[src/rtl/core/bsa_pkg.sv]
// Shared types and constants for the banker's-algorithm allocation guard.
package bsa_pkg;

    localparam int AMT_W       = 12;  // width of a request amount / avail output field
    localparam int CFG_W       = 48;  // width of one configuration register
    localparam int CFG_IDX_W   = 3;
    localparam int DEMAND_REGS = 4;   // customers that own a demand register
    localparam int MAX_RES     = 4;   // resource fields carried on the stream
    localparam int SEL_W       = 3;   // wide enough for any customer index

    localparam logic [CFG_IDX_W-1:0] CFG_TOTAL   = 3'd0;
    localparam logic [CFG_IDX_W-1:0] CFG_DEMAND0 = 3'd1;

    typedef enum logic {
        OP_REQUEST = 1'b0,
        OP_RELEASE = 1'b1
    } t_op;

    typedef enum logic [2:0] {
        ST_OK      = 3'd0,
        ST_NEED    = 3'd1,
        ST_AVAIL   = 3'd2,
        ST_UNSAFE  = 3'd3,
        ST_RELEASE = 3'd4
    } t_status;

    typedef enum logic [2:0] {
        S_IDLE,
        S_CHECK,
        S_SCAN,
        S_APPLY,
        S_RESULT
    } t_state;

    typedef struct packed {
        logic en;   // update the row of the current customer
        logic sub;  // 1: release (subtract), 0: grant (add)
    } t_store_cmd;

endpackage

[src/rtl/core/bankers_safe_allocation.sv]
// Banker's-algorithm allocation guard: top level, sequencer and config registers.
//
// Usage:
//  - Configure total units (index 0) and per-customer maximum demand
//    (indexes 1..4) through the write port while the block is idle; each
//    register packs UNIT_BITS-wide fields, resource r at bit r*UNIT_BITS.
//  - Each slave request carries an opcode in tuser (request or release), a
//    customer and four amounts; each result carries granted, a status code
//    and the available units after the access.
//  - An accepted request is checked first; a refused one goes straight to the
//    result stage, a release goes on to update the table, and any other
//    request reaches the safety scan. The scan tests one customer per cycle in
//    the shared check unit, for at most CUSTOMERS passes, stopping after a
//    pass at whose end all have finished or in which none did.
//  - One request is in work at a time; s_axis_tready is high only in idle, so
//    no new request is taken before the previous one leaves the sequencer. A
//    finished result sits in the output register; the next request is accepted
//    meanwhile and its own result waits until the receiver takes the previous one.
//  - Synchronous active-low reset clears the allocation table, the
//    configuration registers and the output valid.
module bankers_safe_allocation
    import bsa_pkg::*;
#(
    parameter int CUSTOMERS = 4,
    parameter int RESOURCES = 4,
    parameter int UNIT_BITS = 12
) (
    input  logic                 i_clk,
    input  logic                 i_rst_n,
    // config write port
    input  logic                 i_cfg_we,
    input  logic [CFG_IDX_W-1:0] i_cfg_index,
    input  logic [CFG_W-1:0]     i_cfg_data,
    // request stream
    input  logic                 s_axis_tvalid,
    output logic                 s_axis_tready,
    input  logic [55:0]          s_axis_tdata,  // customer[1:0], amount_r0..r3 (12 b each)
    input  logic                 s_axis_tuser,  // opcode
    // result stream
    output logic                 m_axis_tvalid,
    input  logic                 m_axis_tready,
    output logic [55:0]          m_axis_tdata   // granted, status[2:0], avail_r0..r3 (12 b each)
);

    localparam int IW = $clog2(CUSTOMERS);
    localparam int SW = UNIT_BITS + 3;                        // column sum width
    localparam int MW = (UNIT_BITS > AMT_W) ? UNIT_BITS : AMT_W;
    localparam int CW = MW + 3;                               // work vector width

    function automatic logic [UNIT_BITS-1:0] field_of(input logic [CFG_W-1:0] reg_v,
                                                      input int idx);
        logic [2*CFG_W-1:0] wide;
        wide = {CFG_W'(0), reg_v} >> (idx * UNIT_BITS);
        return wide[UNIT_BITS-1:0];
    endfunction

    // configuration
    logic [CFG_W-1:0] r_total;
    logic [CFG_W-1:0] r_demand [DEMAND_REGS];

    always_ff @(posedge i_clk) begin
        if (!i_rst_n) begin
            r_total <= '0;
            for (int c = 0; c < DEMAND_REGS; c++) begin
                r_demand[c] <= '0;
            end
        end else if (i_cfg_we) begin
            if (i_cfg_index == CFG_TOTAL) begin
                r_total <= i_cfg_data;
            end else if (i_cfg_index >= CFG_DEMAND0 &&
                         i_cfg_index < CFG_DEMAND0 + CFG_IDX_W'(DEMAND_REGS)) begin
                r_demand[2'(i_cfg_index - CFG_DEMAND0)] <= i_cfg_data;
            end
        end
    end

    // sequencer state
    t_state               r_state, n_state;
    t_op                  r_op;
    logic [1:0]           r_cust;
    logic [AMT_W-1:0]     r_amt  [MAX_RES];
    logic [CW-1:0]        r_work [RESOURCES], n_work [RESOURCES];
    logic [CUSTOMERS-1:0] r_done, n_done;
    logic [IW-1:0]        r_idx, n_idx;
    logic [IW-1:0]        r_pass, n_pass;
    logic                 r_prog, n_prog;
    t_status              r_status, n_status;

    // output register
    logic                 r_out_valid, n_out_valid;
    logic                 r_granted, n_granted;
    t_status              r_out_status, n_out_status;
    logic [AMT_W-1:0]     r_out_avail [MAX_RES], n_out_avail [MAX_RES];

    logic                 accept;
    logic                 cust_valid;
    logic [SEL_W-1:0]     dem_sel;
    logic [IW-1:0]        rd_row;
    t_store_cmd           store_cmd;

    logic [UNIT_BITS-1:0] row      [RESOURCES];
    logic [UNIT_BITS-1:0] alloc_in [RESOURCES];
    logic [SW-1:0]        colsum   [RESOURCES];
    logic [UNIT_BITS-1:0] avail    [RESOURCES];
    logic [UNIT_BITS-1:0] demand   [RESOURCES];
    logic [UNIT_BITS-1:0] total_f;
    logic [MW-1:0]        avail_ext;

    t_status              u_status;
    logic                 u_fits;
    logic [CW-1:0]        u_work [RESOURCES];

    assign accept     = s_axis_tvalid && s_axis_tready;
    assign cust_valid = SEL_W'(r_cust) < SEL_W'(CUSTOMERS);
    assign rd_row     = (r_state == S_SCAN) ? r_idx : IW'(r_cust);
    assign dem_sel    = (r_state == S_SCAN) ? SEL_W'(r_idx) : SEL_W'(r_cust);

    always_comb begin
        total_f = '0;
        for (int r = 0; r < RESOURCES; r++) begin
            total_f     = field_of(r_total, r);
            avail[r]    = (SW'(total_f) > colsum[r]) ? UNIT_BITS'(SW'(total_f) - colsum[r])
                                                     : '0;
            demand[r]   = (dem_sel < SEL_W'(DEMAND_REGS))
                        ? field_of(r_demand[dem_sel[1:0]], r) : '0;
            // the requester's row reads as zero when it has no table entry
            alloc_in[r] = (r_state == S_SCAN || cust_valid) ? row[r] : '0;
        end
    end

    bsa_alloc_store #(
        .CUSTOMERS (CUSTOMERS),
        .RESOURCES (RESOURCES),
        .UNIT_BITS (UNIT_BITS),
        .IW        (IW),
        .SW        (SW)
    ) u_store (
        .i_clk    (i_clk),
        .i_rst_n  (i_rst_n),
        .i_cmd    (store_cmd),
        .i_wr_row (IW'(r_cust)),
        .i_amt    (r_amt),
        .i_rd_row (rd_row),
        .o_row    (row),
        .o_colsum (colsum)
    );

    bsa_check_unit #(
        .RESOURCES (RESOURCES),
        .UNIT_BITS (UNIT_BITS),
        .CW        (CW)
    ) u_check (
        .i_op      (r_op),
        .i_is_cust ((r_state == S_SCAN) && cust_valid &&
                    (SEL_W'(r_idx) == SEL_W'(r_cust))),
        .i_amt     (r_amt),
        .i_alloc   (alloc_in),
        .i_demand  (demand),
        .i_avail   (avail),
        .i_work    (r_work),
        .o_status  (u_status),
        .o_fits    (u_fits),
        .o_work    (u_work)
    );

    always_ff @(posedge i_clk) begin
        if (!i_rst_n) begin
            r_state     <= S_IDLE;
            r_out_valid <= 1'b0;
        end else begin
            r_state     <= n_state;
            r_out_valid <= n_out_valid;
        end
    end

    always_ff @(posedge i_clk) begin
        if (accept) begin
            r_op   <= t_op'(s_axis_tuser);
            r_cust <= s_axis_tdata[1:0];
            for (int r = 0; r < MAX_RES; r++) begin
                r_amt[r] <= s_axis_tdata[2 + r*AMT_W +: AMT_W];
            end
        end
        r_work       <= n_work;
        r_done       <= n_done;
        r_idx        <= n_idx;
        r_pass       <= n_pass;
        r_prog       <= n_prog;
        r_status     <= n_status;
        r_granted    <= n_granted;
        r_out_status <= n_out_status;
        r_out_avail  <= n_out_avail;
    end

    always_comb begin
        logic scan_fits;
        logic [CUSTOMERS-1:0] done_now;

        n_state       = r_state;
        n_work        = r_work;
        n_done        = r_done;
        n_idx         = r_idx;
        n_pass        = r_pass;
        n_prog        = r_prog;
        n_status      = r_status;
        n_out_valid   = r_out_valid && !m_axis_tready;
        n_granted     = r_granted;
        n_out_status  = r_out_status;
        n_out_avail   = r_out_avail;
        store_cmd     = '0;
        s_axis_tready = (r_state == S_IDLE);
        scan_fits     = !r_done[r_idx] && u_fits;
        done_now      = r_done;
        avail_ext     = '0;

        case (r_state)
            S_IDLE: begin
                if (accept) begin
                    n_state = S_CHECK;
                end
            end
            S_CHECK: begin
                n_status = u_status;
                if (u_status != ST_OK) begin
                    n_state = S_RESULT;
                end else if (r_op == OP_RELEASE) begin
                    n_state = S_APPLY;
                end else begin
                    for (int r = 0; r < RESOURCES; r++) begin
                        n_work[r] = CW'(avail[r]) - CW'(r_amt[r]);
                    end
                    n_done  = '0;
                    n_idx   = '0;
                    n_pass  = '0;
                    n_prog  = 1'b0;
                    n_state = S_SCAN;
                end
            end
            S_SCAN: begin
                if (scan_fits) begin
                    n_work           = u_work;
                    done_now[r_idx]  = 1'b1;
                    n_done           = done_now;
                    n_prog           = 1'b1;
                end
                if (r_idx == IW'(CUSTOMERS - 1)) begin
                    if (&done_now) begin
                        n_status = ST_OK;
                        n_state  = S_APPLY;
                    end else if (!(r_prog || scan_fits) ||
                                 r_pass == IW'(CUSTOMERS - 1)) begin
                        n_status = ST_UNSAFE;
                        n_state  = S_RESULT;
                    end else begin
                        n_idx  = '0;
                        n_pass = r_pass + 1'b1;
                        n_prog = 1'b0;
                    end
                end else begin
                    n_idx = r_idx + 1'b1;
                end
            end
            S_APPLY: begin
                store_cmd.en  = cust_valid;
                store_cmd.sub = (r_op == OP_RELEASE);
                n_state       = S_RESULT;
            end
            S_RESULT: begin
                if (!r_out_valid || m_axis_tready) begin
                    n_out_valid  = 1'b1;
                    n_granted    = (r_status == ST_OK);
                    n_out_status = r_status;
                    for (int r = 0; r < MAX_RES; r++) begin
                        n_out_avail[r] = '0;
                    end
                    for (int r = 0; r < RESOURCES; r++) begin
                        avail_ext      = MW'(avail[r]);
                        n_out_avail[r] = avail_ext[AMT_W-1:0];
                    end
                    n_state = S_IDLE;
                end
            end
            default: begin
                n_state = S_IDLE;
            end
        endcase
    end

    assign m_axis_tvalid = r_out_valid;
    assign m_axis_tdata  = {4'b0, r_out_avail[3], r_out_avail[2], r_out_avail[1],
                            r_out_avail[0], r_out_status, r_granted};

`ifndef ASSERT_OFF
    a_accept_to_check: assert property (@(posedge i_clk) disable iff (!i_rst_n)
        accept |=> (r_state == S_CHECK))
        else $error("accepted request did not enter the check step");

    a_scan_idx_range: assert property (@(posedge i_clk) disable iff (!i_rst_n)
        (r_state == S_SCAN) |-> (int'(r_idx) < CUSTOMERS))
        else $error("scan index beyond last customer");

    a_apply_only_ok: assert property (@(posedge i_clk) disable iff (!i_rst_n)
        (r_state == S_APPLY) |-> (r_status == ST_OK))
        else $error("table update on a refused request");

    a_later_pass_progress: assert property (@(posedge i_clk) disable iff (!i_rst_n)
        (r_state == S_SCAN && r_pass != '0) |-> (r_done != '0))
        else $error("extra scan pass without any finished customer");

    a_grant_matches_status: assert property (@(posedge i_clk) disable iff (!i_rst_n)
        r_out_valid |-> (r_granted == (r_out_status == ST_OK)))
        else $error("granted flag disagrees with status");
`endif

endmodule

[src/rtl/core/bsa_alloc_store.sv]
// Allocation table and running column sums.
module bsa_alloc_store
    import bsa_pkg::*;
#(
    parameter int CUSTOMERS = 4,
    parameter int RESOURCES = 4,
    parameter int UNIT_BITS = 12,
    parameter int IW        = 2,
    parameter int SW        = 15
) (
    input  logic                 i_clk,
    input  logic                 i_rst_n,
    input  t_store_cmd           i_cmd,
    input  logic [IW-1:0]        i_wr_row,
    input  logic [AMT_W-1:0]     i_amt    [MAX_RES],
    input  logic [IW-1:0]        i_rd_row,
    output logic [UNIT_BITS-1:0] o_row    [RESOURCES],
    output logic [SW-1:0]        o_colsum [RESOURCES]
);

    logic [UNIT_BITS-1:0] r_table  [CUSTOMERS][RESOURCES];
    logic [SW-1:0]        r_colsum [RESOURCES];

    always_ff @(posedge i_clk) begin
        if (!i_rst_n) begin
            for (int c = 0; c < CUSTOMERS; c++) begin
                for (int r = 0; r < RESOURCES; r++) begin
                    r_table[c][r] <= '0;
                end
            end
            for (int r = 0; r < RESOURCES; r++) begin
                r_colsum[r] <= '0;
            end
        end else if (i_cmd.en) begin
            for (int r = 0; r < RESOURCES; r++) begin
                if (i_cmd.sub) begin
                    r_table[i_wr_row][r] <= r_table[i_wr_row][r] - UNIT_BITS'(i_amt[r]);
                    r_colsum[r]          <= r_colsum[r] - SW'(i_amt[r]);
                end else begin
                    r_table[i_wr_row][r] <= r_table[i_wr_row][r] + UNIT_BITS'(i_amt[r]);
                    r_colsum[r]          <= r_colsum[r] + SW'(i_amt[r]);
                end
            end
        end
    end

    always_comb begin
        for (int r = 0; r < RESOURCES; r++) begin
            o_row[r]    = (int'(i_rd_row) < CUSTOMERS) ? r_table[i_rd_row][r] : '0;
            o_colsum[r] = r_colsum[r];
        end
    end

endmodule

[src/rtl/core/bsa_check_unit.sv]
// Shared check unit: need/available/release checks and one safety-scan step.
module bsa_check_unit
    import bsa_pkg::*;
#(
    parameter int RESOURCES = 4,
    parameter int UNIT_BITS = 12,
    parameter int CW        = 15
) (
    input  t_op                  i_op,
    input  logic                 i_is_cust,  // scanned row is the requester
    input  logic [AMT_W-1:0]     i_amt    [MAX_RES],
    input  logic [UNIT_BITS-1:0] i_alloc  [RESOURCES],
    input  logic [UNIT_BITS-1:0] i_demand [RESOURCES],
    input  logic [UNIT_BITS-1:0] i_avail  [RESOURCES],
    input  logic [CW-1:0]        i_work   [RESOURCES],
    output t_status              o_status,
    output logic                 o_fits,
    output logic [CW-1:0]        o_work   [RESOURCES]
);

    logic [UNIT_BITS-1:0] need  [RESOURCES];
    logic [CW-1:0]        amt_e [RESOURCES];
    logic [CW-1:0]        nd_t  [RESOURCES];
    logic [CW-1:0]        al_t  [RESOURCES];

    always_comb begin
        o_status = ST_OK;
        o_fits   = 1'b1;
        for (int r = 0; r < RESOURCES; r++) begin
            need[r]  = (i_demand[r] > i_alloc[r]) ? i_demand[r] - i_alloc[r] : '0;
            amt_e[r] = CW'(i_amt[r]);
            if (i_is_cust) begin
                nd_t[r] = CW'(need[r]) - amt_e[r];
                al_t[r] = CW'(i_alloc[r]) + amt_e[r];
            end else begin
                nd_t[r] = CW'(need[r]);
                al_t[r] = CW'(i_alloc[r]);
            end
            if (nd_t[r] > i_work[r]) begin
                o_fits = 1'b0;
            end
            o_work[r] = i_work[r] + al_t[r];

            // first failing resource decides; need before available
            if (i_op == OP_REQUEST) begin
                if (o_status == ST_OK) begin
                    if (amt_e[r] > CW'(need[r])) begin
                        o_status = ST_NEED;
                    end else if (amt_e[r] > CW'(i_avail[r])) begin
                        o_status = ST_AVAIL;
                    end
                end
            end else if (amt_e[r] > CW'(i_alloc[r])) begin
                o_status = ST_RELEASE;
            end
        end
    end

endmodule

[config.mk]
export PLATFORM = sky130hd
export DESIGN_NAME = bankers_safe_allocation
export DESIGN_NICKNAME = d
export VERILOG_FILES = /design/src/rtl/core/bsa_pkg.sv /design/src/rtl/core/bankers_safe_allocation.sv /design/src/rtl/core/bsa_alloc_store.sv /design/src/rtl/core/bsa_check_unit.sv
export SDC_FILE = /design/constraint.sdc
export NUM_CORES = 2
export LEC_CHECK = 0
export ABC_AREA = 1
export BUFFER_PORTS_ARGS = -buffer_cell sky130_fd_sc_hd__buf_2
export CAP_MARGIN = 30
export CORE_MARGIN = 3
export CORE_UTILIZATION = 50
export DETAILED_ROUTE_END_ITERATION = 6
export PLACE_DENSITY = 0.69
export SYNTH_ARGS = -nofsm -noshare
export SYNTH_HDL_FRONTEND = slang
export SYNTH_HIERARCHICAL = 1
export SYNTH_SLANG_ARGS = --single-unit
[constraint.sdc]
create_clock -name i_clk -period 24.5 [get_ports i_clk]
set_clock_uncertainty 0.15 [all_clocks]
set_input_delay 2.45 -clock i_clk [delete_from_list [all_inputs] [get_ports i_clk]]
set_output_delay 2.45 -clock i_clk [all_outputs]
set_load 0.1 [all_outputs]
======== After elaboration in Yosys (flattened, before gate mapping) ========
Memories as Yosys holds them, arrays and structs flattened. A register that Yosys moved wholly into a read port is not among the register bits.
Index checks and enable logic that the tools add are counted.
storage, ports and cells
  bits in writable memories ............... 444
  output and inout bits ................... 58
  bits of input ports ..................... 113
  memories kept ........................... 3
  bits in registers ....................... 227
memory list
  memory            words  width  read ports  clocked after memory_dff  write ports  line                           text
  r_demand          4      48     1           0                         4            bankers_safe_allocation.sv:59  logic [CFG_W-1:0] r_demand [DEMAND_REGS];
  u_store.r_table   4      48     2           1                         4            bsa_alloc_store.sv:21          logic [UNIT_BITS-1:0] r_table [CUSTOMERS][RESOURCES];
  u_store.r_colsum  4      15     4           0                         4            bsa_alloc_store.sv:22          logic [SW-1:0] r_colsum [RESOURCES];
cells by class
  add/sub/neg operators ................... 43
  bitwise operators ....................... 13
  order comparisons ....................... 29
  reductions and logical operators ........ 32
  multiplexer cells ....................... 123
  equality and inequality tests ........... 18
operators by type and width
  kind                count
  $mux 15             16
  $gt 12x12->1        16
  $mux 12             16
  $mux 60             3
  $sub 12x12->12      12
  $pmux 60 s2         1
  $sub 12x12->13      8
  $mux 48             2
  $reduce_or 48->1    2
  $mux 3              27
  $add 15x12->15      4
  $add 15x15->15      4
  $gt 12x15->1        4
  $gt 15x15->1        4
  $sub 15x12->15      4
  $add 12x12->13      4
  $add 12x12->12      4
  $mux 1              30
  $mux 2              15
  $mux 4              5
  $logic_not 3->1     6
  $pmux 3 s5          1
  $ne 2x2->1 const B  6
  $or 1x1->1          12
  31 further kinds    52

======== Logic depth before layout (Yosys ltp) ========
  word-level depth ........................ 24
  mapped depth ............................ 58

======== Modules after synthesis ========
The synthesis kept the hierarchy.
by module, submodules not included
  module                   instances  area each (um^2)  sequential area each (um^2)  cells an instance
  bankers_safe_allocation  1          21250.4           12061.6                      2186
  bsa_alloc_store          1          17521.8           7567.3                       2139
  bsa_check_unit           1          14167.3           0.0                          2278

======== Worst setup path before layout ========
Ideal clock, no wire load.
  kind .................................... flip-flop to flip-flop
  start ................................... reg r_state[2]
  end ..................................... reg r_work[0] in the netlist's numbering (enable)
  setup slack ............................. 14.451 ns
  cell stages (with the launch flop) ...... 50
  required time ........................... 23.872 ns
  arrival time ............................ 9.421 ns
  path buffers ............................ 4
  period minus slack after synthesis ...... 10.049 ns
  cells stage by stage .................... dfxtp_1 > nor2_2 > nand2_2 > inv_2 > nand2_1 > o21ai_2 > inv_2 > clkbuf_1 > clkbuf_1 > clkbuf_1 > nor2_1 > o22ai_1 > ha_1 > inv_1 > fa_1 > nand2_1 > inv_2 > o21ai_1 > [... 14 more ...] > a21oi_1 > o21ai_1 > a31oi_1 > o21ai_0 > a21oi_1 > o21ai_0 > nor2_1 > ha_1 > nand2_1 > inv_1 > nand3_1 > a21oi_1 > a2111oi_0 > a21oi_1 > nor2_1 > a21boi_0 > nor2_1 > nor2_1
RTL lines
  element                                         line                            text
  start: declaration                              bankers_safe_allocation.sv:78   t_state r_state, n_state;
  start signal: assignment                        bankers_safe_allocation.sv:171  r_state <= n_state;
  $eq 3x2->1 (*)                                  bankers_safe_allocation.sv:116  assign dem_sel = (r_state == S_SCAN) ? SEL_W'(r_idx) : SEL_W'(r_cust);
  $mux 2 (*)                                      bankers_safe_allocation.sv:116
  net dem_sel[0]                                  bankers_safe_allocation.sv:97   logic [SEL_W-1:0] dem_sel;
  $lt 2x3->1 or $mem_v2 4x48 (tied branches)      --
  $mux 12                                         bankers_safe_allocation.sv:125  ? field_of(r_demand[dem_sel[1:0]], r) : '0;
  $sub 12x12->12 or $gt 12x12->1 (tied branches)  bsa_check_unit.sv:30            need[r] = (i_demand[r] > i_alloc[r]) ? i_demand[r] - i_alloc[r] : '0;
  $mux 12                                         bsa_check_unit.sv:30
  $sub 12x12->13                                  bsa_check_unit.sv:33            nd_t[r] = CW'(need[r]) - amt_e[r];
  $mux 15                                         bsa_check_unit.sv:32            if (i_is_cust) begin
  $gt 15x15->1                                    bsa_check_unit.sv:39            if (nd_t[r] > i_work[r]) begin
  $mux 1 (3 in series)                            bsa_check_unit.sv:39
  $mux 1 (*)                                      bsa_check_unit.sv:39
  net u_fits                                      bankers_safe_allocation.sv:110  logic u_fits;
  $logic_and 1x1->1 (*)                           bankers_safe_allocation.sv:212  scan_fits = !r_done[r_idx] && u_fits;
  $ne 2x2->1 (no line) (*)                        --
  $reduce_and 4->1 (no line) (*)                  --
  end signal: assignment                          bankers_safe_allocation.sv:184  r_work <= n_work;
  end: declaration                                bankers_safe_allocation.sv:82   logic [CW-1:0] r_work [RESOURCES], n_work [RESOURCES];
Mark *: on every way through the listed nets, which the timed path passes. The rest lies on a longest branch.
A chain may end at the register's enable or synchronous reset.

==> summary.md <==
| Metric | Value |
|---|---|
| Detailed-router iteration count before antenna repair | `6` |
| Fraction of registers with async set or reset after synthesis | `0` |
| Clk slew on worst S/H paths | `60 ps` |
| I/O pins | `171` |
| Run status | `finished, final reports clean` |
| Most repeated library cell on the critical path | `sky130_fd_sc_hd__nand2_1` |
| Maximum clock frequency | `77.4 MHz` |
| Vias in the first global route | `44,700` |
| Final nets | `7,431` |
| Number of standard cells after synthesis | `6,603` |
| Number of max-cap violations | `0` |
| First-pass GRT wire length | `252,000 um` |
| Maximum fanout count along the critical path | `78` |
| Number of antenna violations at the first check in global routing | `2` |
| Post-synthesis to final-layout area growth | `9.28%` |
| DR vias | `47,000` |
| Maximum count of clock buffers along a single path | `3` |
| Sum of net half-perimeters after detailed placement | `122,000 um` |
| Clock latency reported for the late side of the worst-skew pair | `670 ps` |
| Sequential fraction of the synthesis area | `0.371` |
| Actual transition at the worst max-transition pin | `1010 ps` |
| Antenna-violating nets left | `0` |
| Final TNS setup | `0 ps` |
| Post-detailed-route DRC marker count | `0` |
| Horizontal extent of the die | `331 um` |
| Root buffer selected by CTS | `sky130_fd_sc_hd__clkbuf_16` |
| Number of port buffers | `160` |
| Number of unique standard cell types used by synthesis | `74` |
| Final setup violating endpoints | `0` |
| Category of the worst setup path launch point | `flop` |
| Post-synthesis instance area | `52,900 um^2` |
| Number of warnings printed during yosys synthesis | `6` |
| Minimum clock period after layout | `12,930 ps` |
| Initial detailed-routing violation count | `4,355` |
| Post-synthesis register bit count | `671` |
| Final-report max-slew violation count | `0` |
| Sequential Area | `19,600 um^2` |
| Area of the multi-input gates | `29,200 um^2` |
| Clock Sink Count | `671` |
| Setup crit end kind | `flop` |
| CTS Buf Count | `80` |
| Worst min-delay path category | `flop to flop` |
| Number of post-CTS setup repair buffers | `0` |
| Maximum number of pins on one net before global-route repair | `97` |
| Required time of the critical path | `24,700 ps` |
| Max incr delay on CP | `740 ps` |
| TritonCTS clock tree | `built` |
| Row Count | `118` |
| Ratio of final minimum period to clock period | `0.528` |
| Maximum level of the CTS H-tree | `3` |
| GRT Resource Usage Total | `0.293` |
| Hold violation count in the final report | `0` |
| Residual overflow from global routing | `0` |
| Fraction of layout instances using a drive strength above 1 | `0.0769` |
| Main synth FF type | `sky130_fd_sc_hd__edfxtp_1` |
| Routability congestion estimate | `0.982` |
| Core Footprint | `104,000 um^2` |
| Arrival time reported for the critical path endpoint | `13,120 ps` |
| Slew margin rel. | `0.321` |
| Number of hold-repair buffers added at the cts stage | `0` |
| Die ar. | `110,000 um^2` |
| Final wirelength | `168,000 um` |
| Starting density of the core | `0.508` |
| Average cell area after synthesis | `8.02 um^2` |
| Standard cell with the maximum stage delay on the critical path | `sky130_fd_sc_hd__buf_4` |
| DR WL/cell | `20.6 um` |
| CP Class | `flop to flop` |
| Number of enable-type register cells in the synthesized netlist | `619` |
| Chip height | `331 um` |
| Vias per std cell | `5.76` |
| Fill cell instance count of the final layout | `9,609` |
| Final core area utilization | `0.555` |
| CTS-repair resized insts | `0` |
| Unrepaired setup endpoints after global routing | `false` |
==> worst max-delay path, delay by kind of cell (launching register included) <==
kind                     cells  cell delay (ps)
AO/OA/AOI/OAI               18             4040
buffers and inverters       13             3870
AND/OR/NAND/NOR             15             2580
adder cells (fa/ha/maj)      5             1450
flip-flops                   1              330
==> placed cells by master (no fill, tap or decap), types with 102 or more instances in the layout <==
cell                         n
sky130_fd_sc_hd__nand3_1   233
sky130_fd_sc_hd__nand2_1   996
sky130_fd_sc_hd__nor2_1    965
sky130_fd_sc_hd__o21ai_0   467
sky130_fd_sc_hd__a21oi_1   500
sky130_fd_sc_hd__o22ai_1   185
sky130_fd_sc_hd__xor2_1    162
sky130_fd_sc_hd__edfxtp_1  619
sky130_fd_sc_hd__inv_1     840
sky130_fd_sc_hd__ha_1      581
sky130_fd_sc_hd__buf_2     160
sky130_fd_sc_hd__nor3_1    102
==> worst paths after layout <==
| kind | start | to | slack [ps] | depth (start not counted) |
|---|---|---|---|---|
| worst max-delay path | r_state[2]$_SDFFE_PN0P_ | r_work[43]$_DFFE_PP_ | 11570 | 51 |
| worst min-delay path | r_total[44]$_SDFFE_PN0P_ | r_total[44]$_SDFFE_PN0P_ | 300 | 2 |
| worst max register to register | r_state[2]$_SDFFE_PN0P_ | r_work[43]$_DFFE_PP_ | 11570 | 51 |
| worst min register to register | r_total[44]$_SDFFE_PN0P_ | r_total[44]$_SDFFE_PN0P_ | 300 | 2 |
==> cell type report <==
class | count | area share
multi-input cells | 4860 | 0.505
flip-flops and latches | 671 | 0.339
inverters | 873 | 0.0568
clock buffers | 96 | 0.0365
well taps | 1380 | 0.0298
repair buffers | 218 | 0.0225
clock inverters | 53 | 0.00978
diodes | 2 | 0.0000865
==> layer usage <==
layer,up-vias,global-route usage,routed length (um)
li1,22700,-,-
met1,22000,0.358,65200
met2,1952,0.494,78800
met3,399,0.0408,12500
met4,0,0.172,11000
met5,-,0,0
==> state kept, by name (all words and copies together), names as in the netlist, 2 cells and up <==
name	flops
r_amt	48
r_cust	2
r_pass	2
r_idx	2
u_store/r_colsum	60
m_axis_tdata	48
r_demand	192
r_work	60
r_state	3
u_store/r_table	192
r_status	3
r_out_status	3
r_done	4
r_total	48
==> through the flow <==
stage | cell area (um^2) | setup slack, ps | hold slack [ps] | cells
6_report | 57900 | 11570 | 305 | 8153
3_3_place_gp | 55100 | 11580 | 291 | 7998
4_1_cts | 57800 | 11430 | 306 | 8149
2_1_floorplan | 53000 | 14450 | 277 | 6606
5_1_grt | 57800 | 10610 | 336 | 8151
3_5_place_dp | 55100 | 11420 | 297 | 8000
==> synth_stat cells, types with 5 or more instances <==
cell type / number / area [um^2]
sky130_fd_sc_hd__nor2_2: 6 / 37.5
sky130_fd_sc_hd__inv_1: 843 / 3160
sky130_fd_sc_hd__o21ai_2: 19 / 166
sky130_fd_sc_hd__dfxtp_1: 52 / 1040
sky130_fd_sc_hd__and2_1: 5 / 31.3
sky130_fd_sc_hd__or2_2: 21 / 131
sky130_fd_sc_hd__o22ai_1: 185 / 1160
sky130_fd_sc_hd__nand2_2: 16 / 100
sky130_fd_sc_hd__o21ai_0: 468 / 2340
sky130_fd_sc_hd__nor4_1: 5 / 31.3
sky130_fd_sc_hd__nand3b_1: 8 / 60.1
sky130_fd_sc_hd__xor2_1: 162 / 1420
sky130_fd_sc_hd__o21bai_1: 26 / 195
sky130_fd_sc_hd__o21a_1: 18 / 135
sky130_fd_sc_hd__a21o_1: 32 / 240
sky130_fd_sc_hd__ha_1: 581 / 7270
sky130_fd_sc_hd__nor3_2: 5 / 50.1
sky130_fd_sc_hd__nor2_4: 31 / 349
sky130_fd_sc_hd__nand4_1: 68 / 425
sky130_fd_sc_hd__clkbuf_1: 126 / 473
sky130_fd_sc_hd__nand3_1: 234 / 1170
sky130_fd_sc_hd__a21oi_1: 501 / 2510
sky130_fd_sc_hd__nor3_1: 103 / 515
sky130_fd_sc_hd__a21boi_0: 16 / 120
sky130_fd_sc_hd__a22oi_1: 8 / 60.1
sky130_fd_sc_hd__xnor2_1: 94 / 823
sky130_fd_sc_hd__nand2_1: 1008 / 3780
sky130_fd_sc_hd__o211ai_1: 14 / 105
sky130_fd_sc_hd__a21oi_2: 5 / 43.8
sky130_fd_sc_hd__buf_1: 11 / 41.3
sky130_fd_sc_hd__fa_1: 33 / 661
sky130_fd_sc_hd__and3_1: 5 / 31.3
sky130_fd_sc_hd__buf_6: 11 / 124
sky130_fd_sc_hd__buf_2: 44 / 220
sky130_fd_sc_hd__o31ai_1: 23 / 173
sky130_fd_sc_hd__buf_4: 9 / 67.6
sky130_fd_sc_hd__a31oi_1: 54 / 338
sky130_fd_sc_hd__a211oi_1: 11 / 82.6
sky130_fd_sc_hd__inv_2: 27 / 101
sky130_fd_sc_hd__nor2_1: 967 / 3630
sky130_fd_sc_hd__o21ai_1: 69 / 345
sky130_fd_sc_hd__edfxtp_1: 619 / 18600
sky130_fd_sc_hd__o2111ai_1: 7 / 61.3
==> cells by family (layout without fill, tap and decap cells) <==
| group | count (synthesis) | after routing | share of synthesized area |
|---|---|---|---|
| compound gates | 1481 | 1481 | 0.157 |
| flops | 671 | 671 | 0.371 |
| simple gates | 2504 | 2504 | 0.200 |
| buf+inv | 1075 | 1240 | 0.0797 |
| other cells | 1 | 6 | 0.0000708 |
| fa+ha+maj | 614 | 614 | 0.150 |
| xor+xnor | 257 | 257 | 0.0427 |
Power is not shown: default switching activity piles up to over one toggle a cycle in this logic, so the estimate is an artifact.
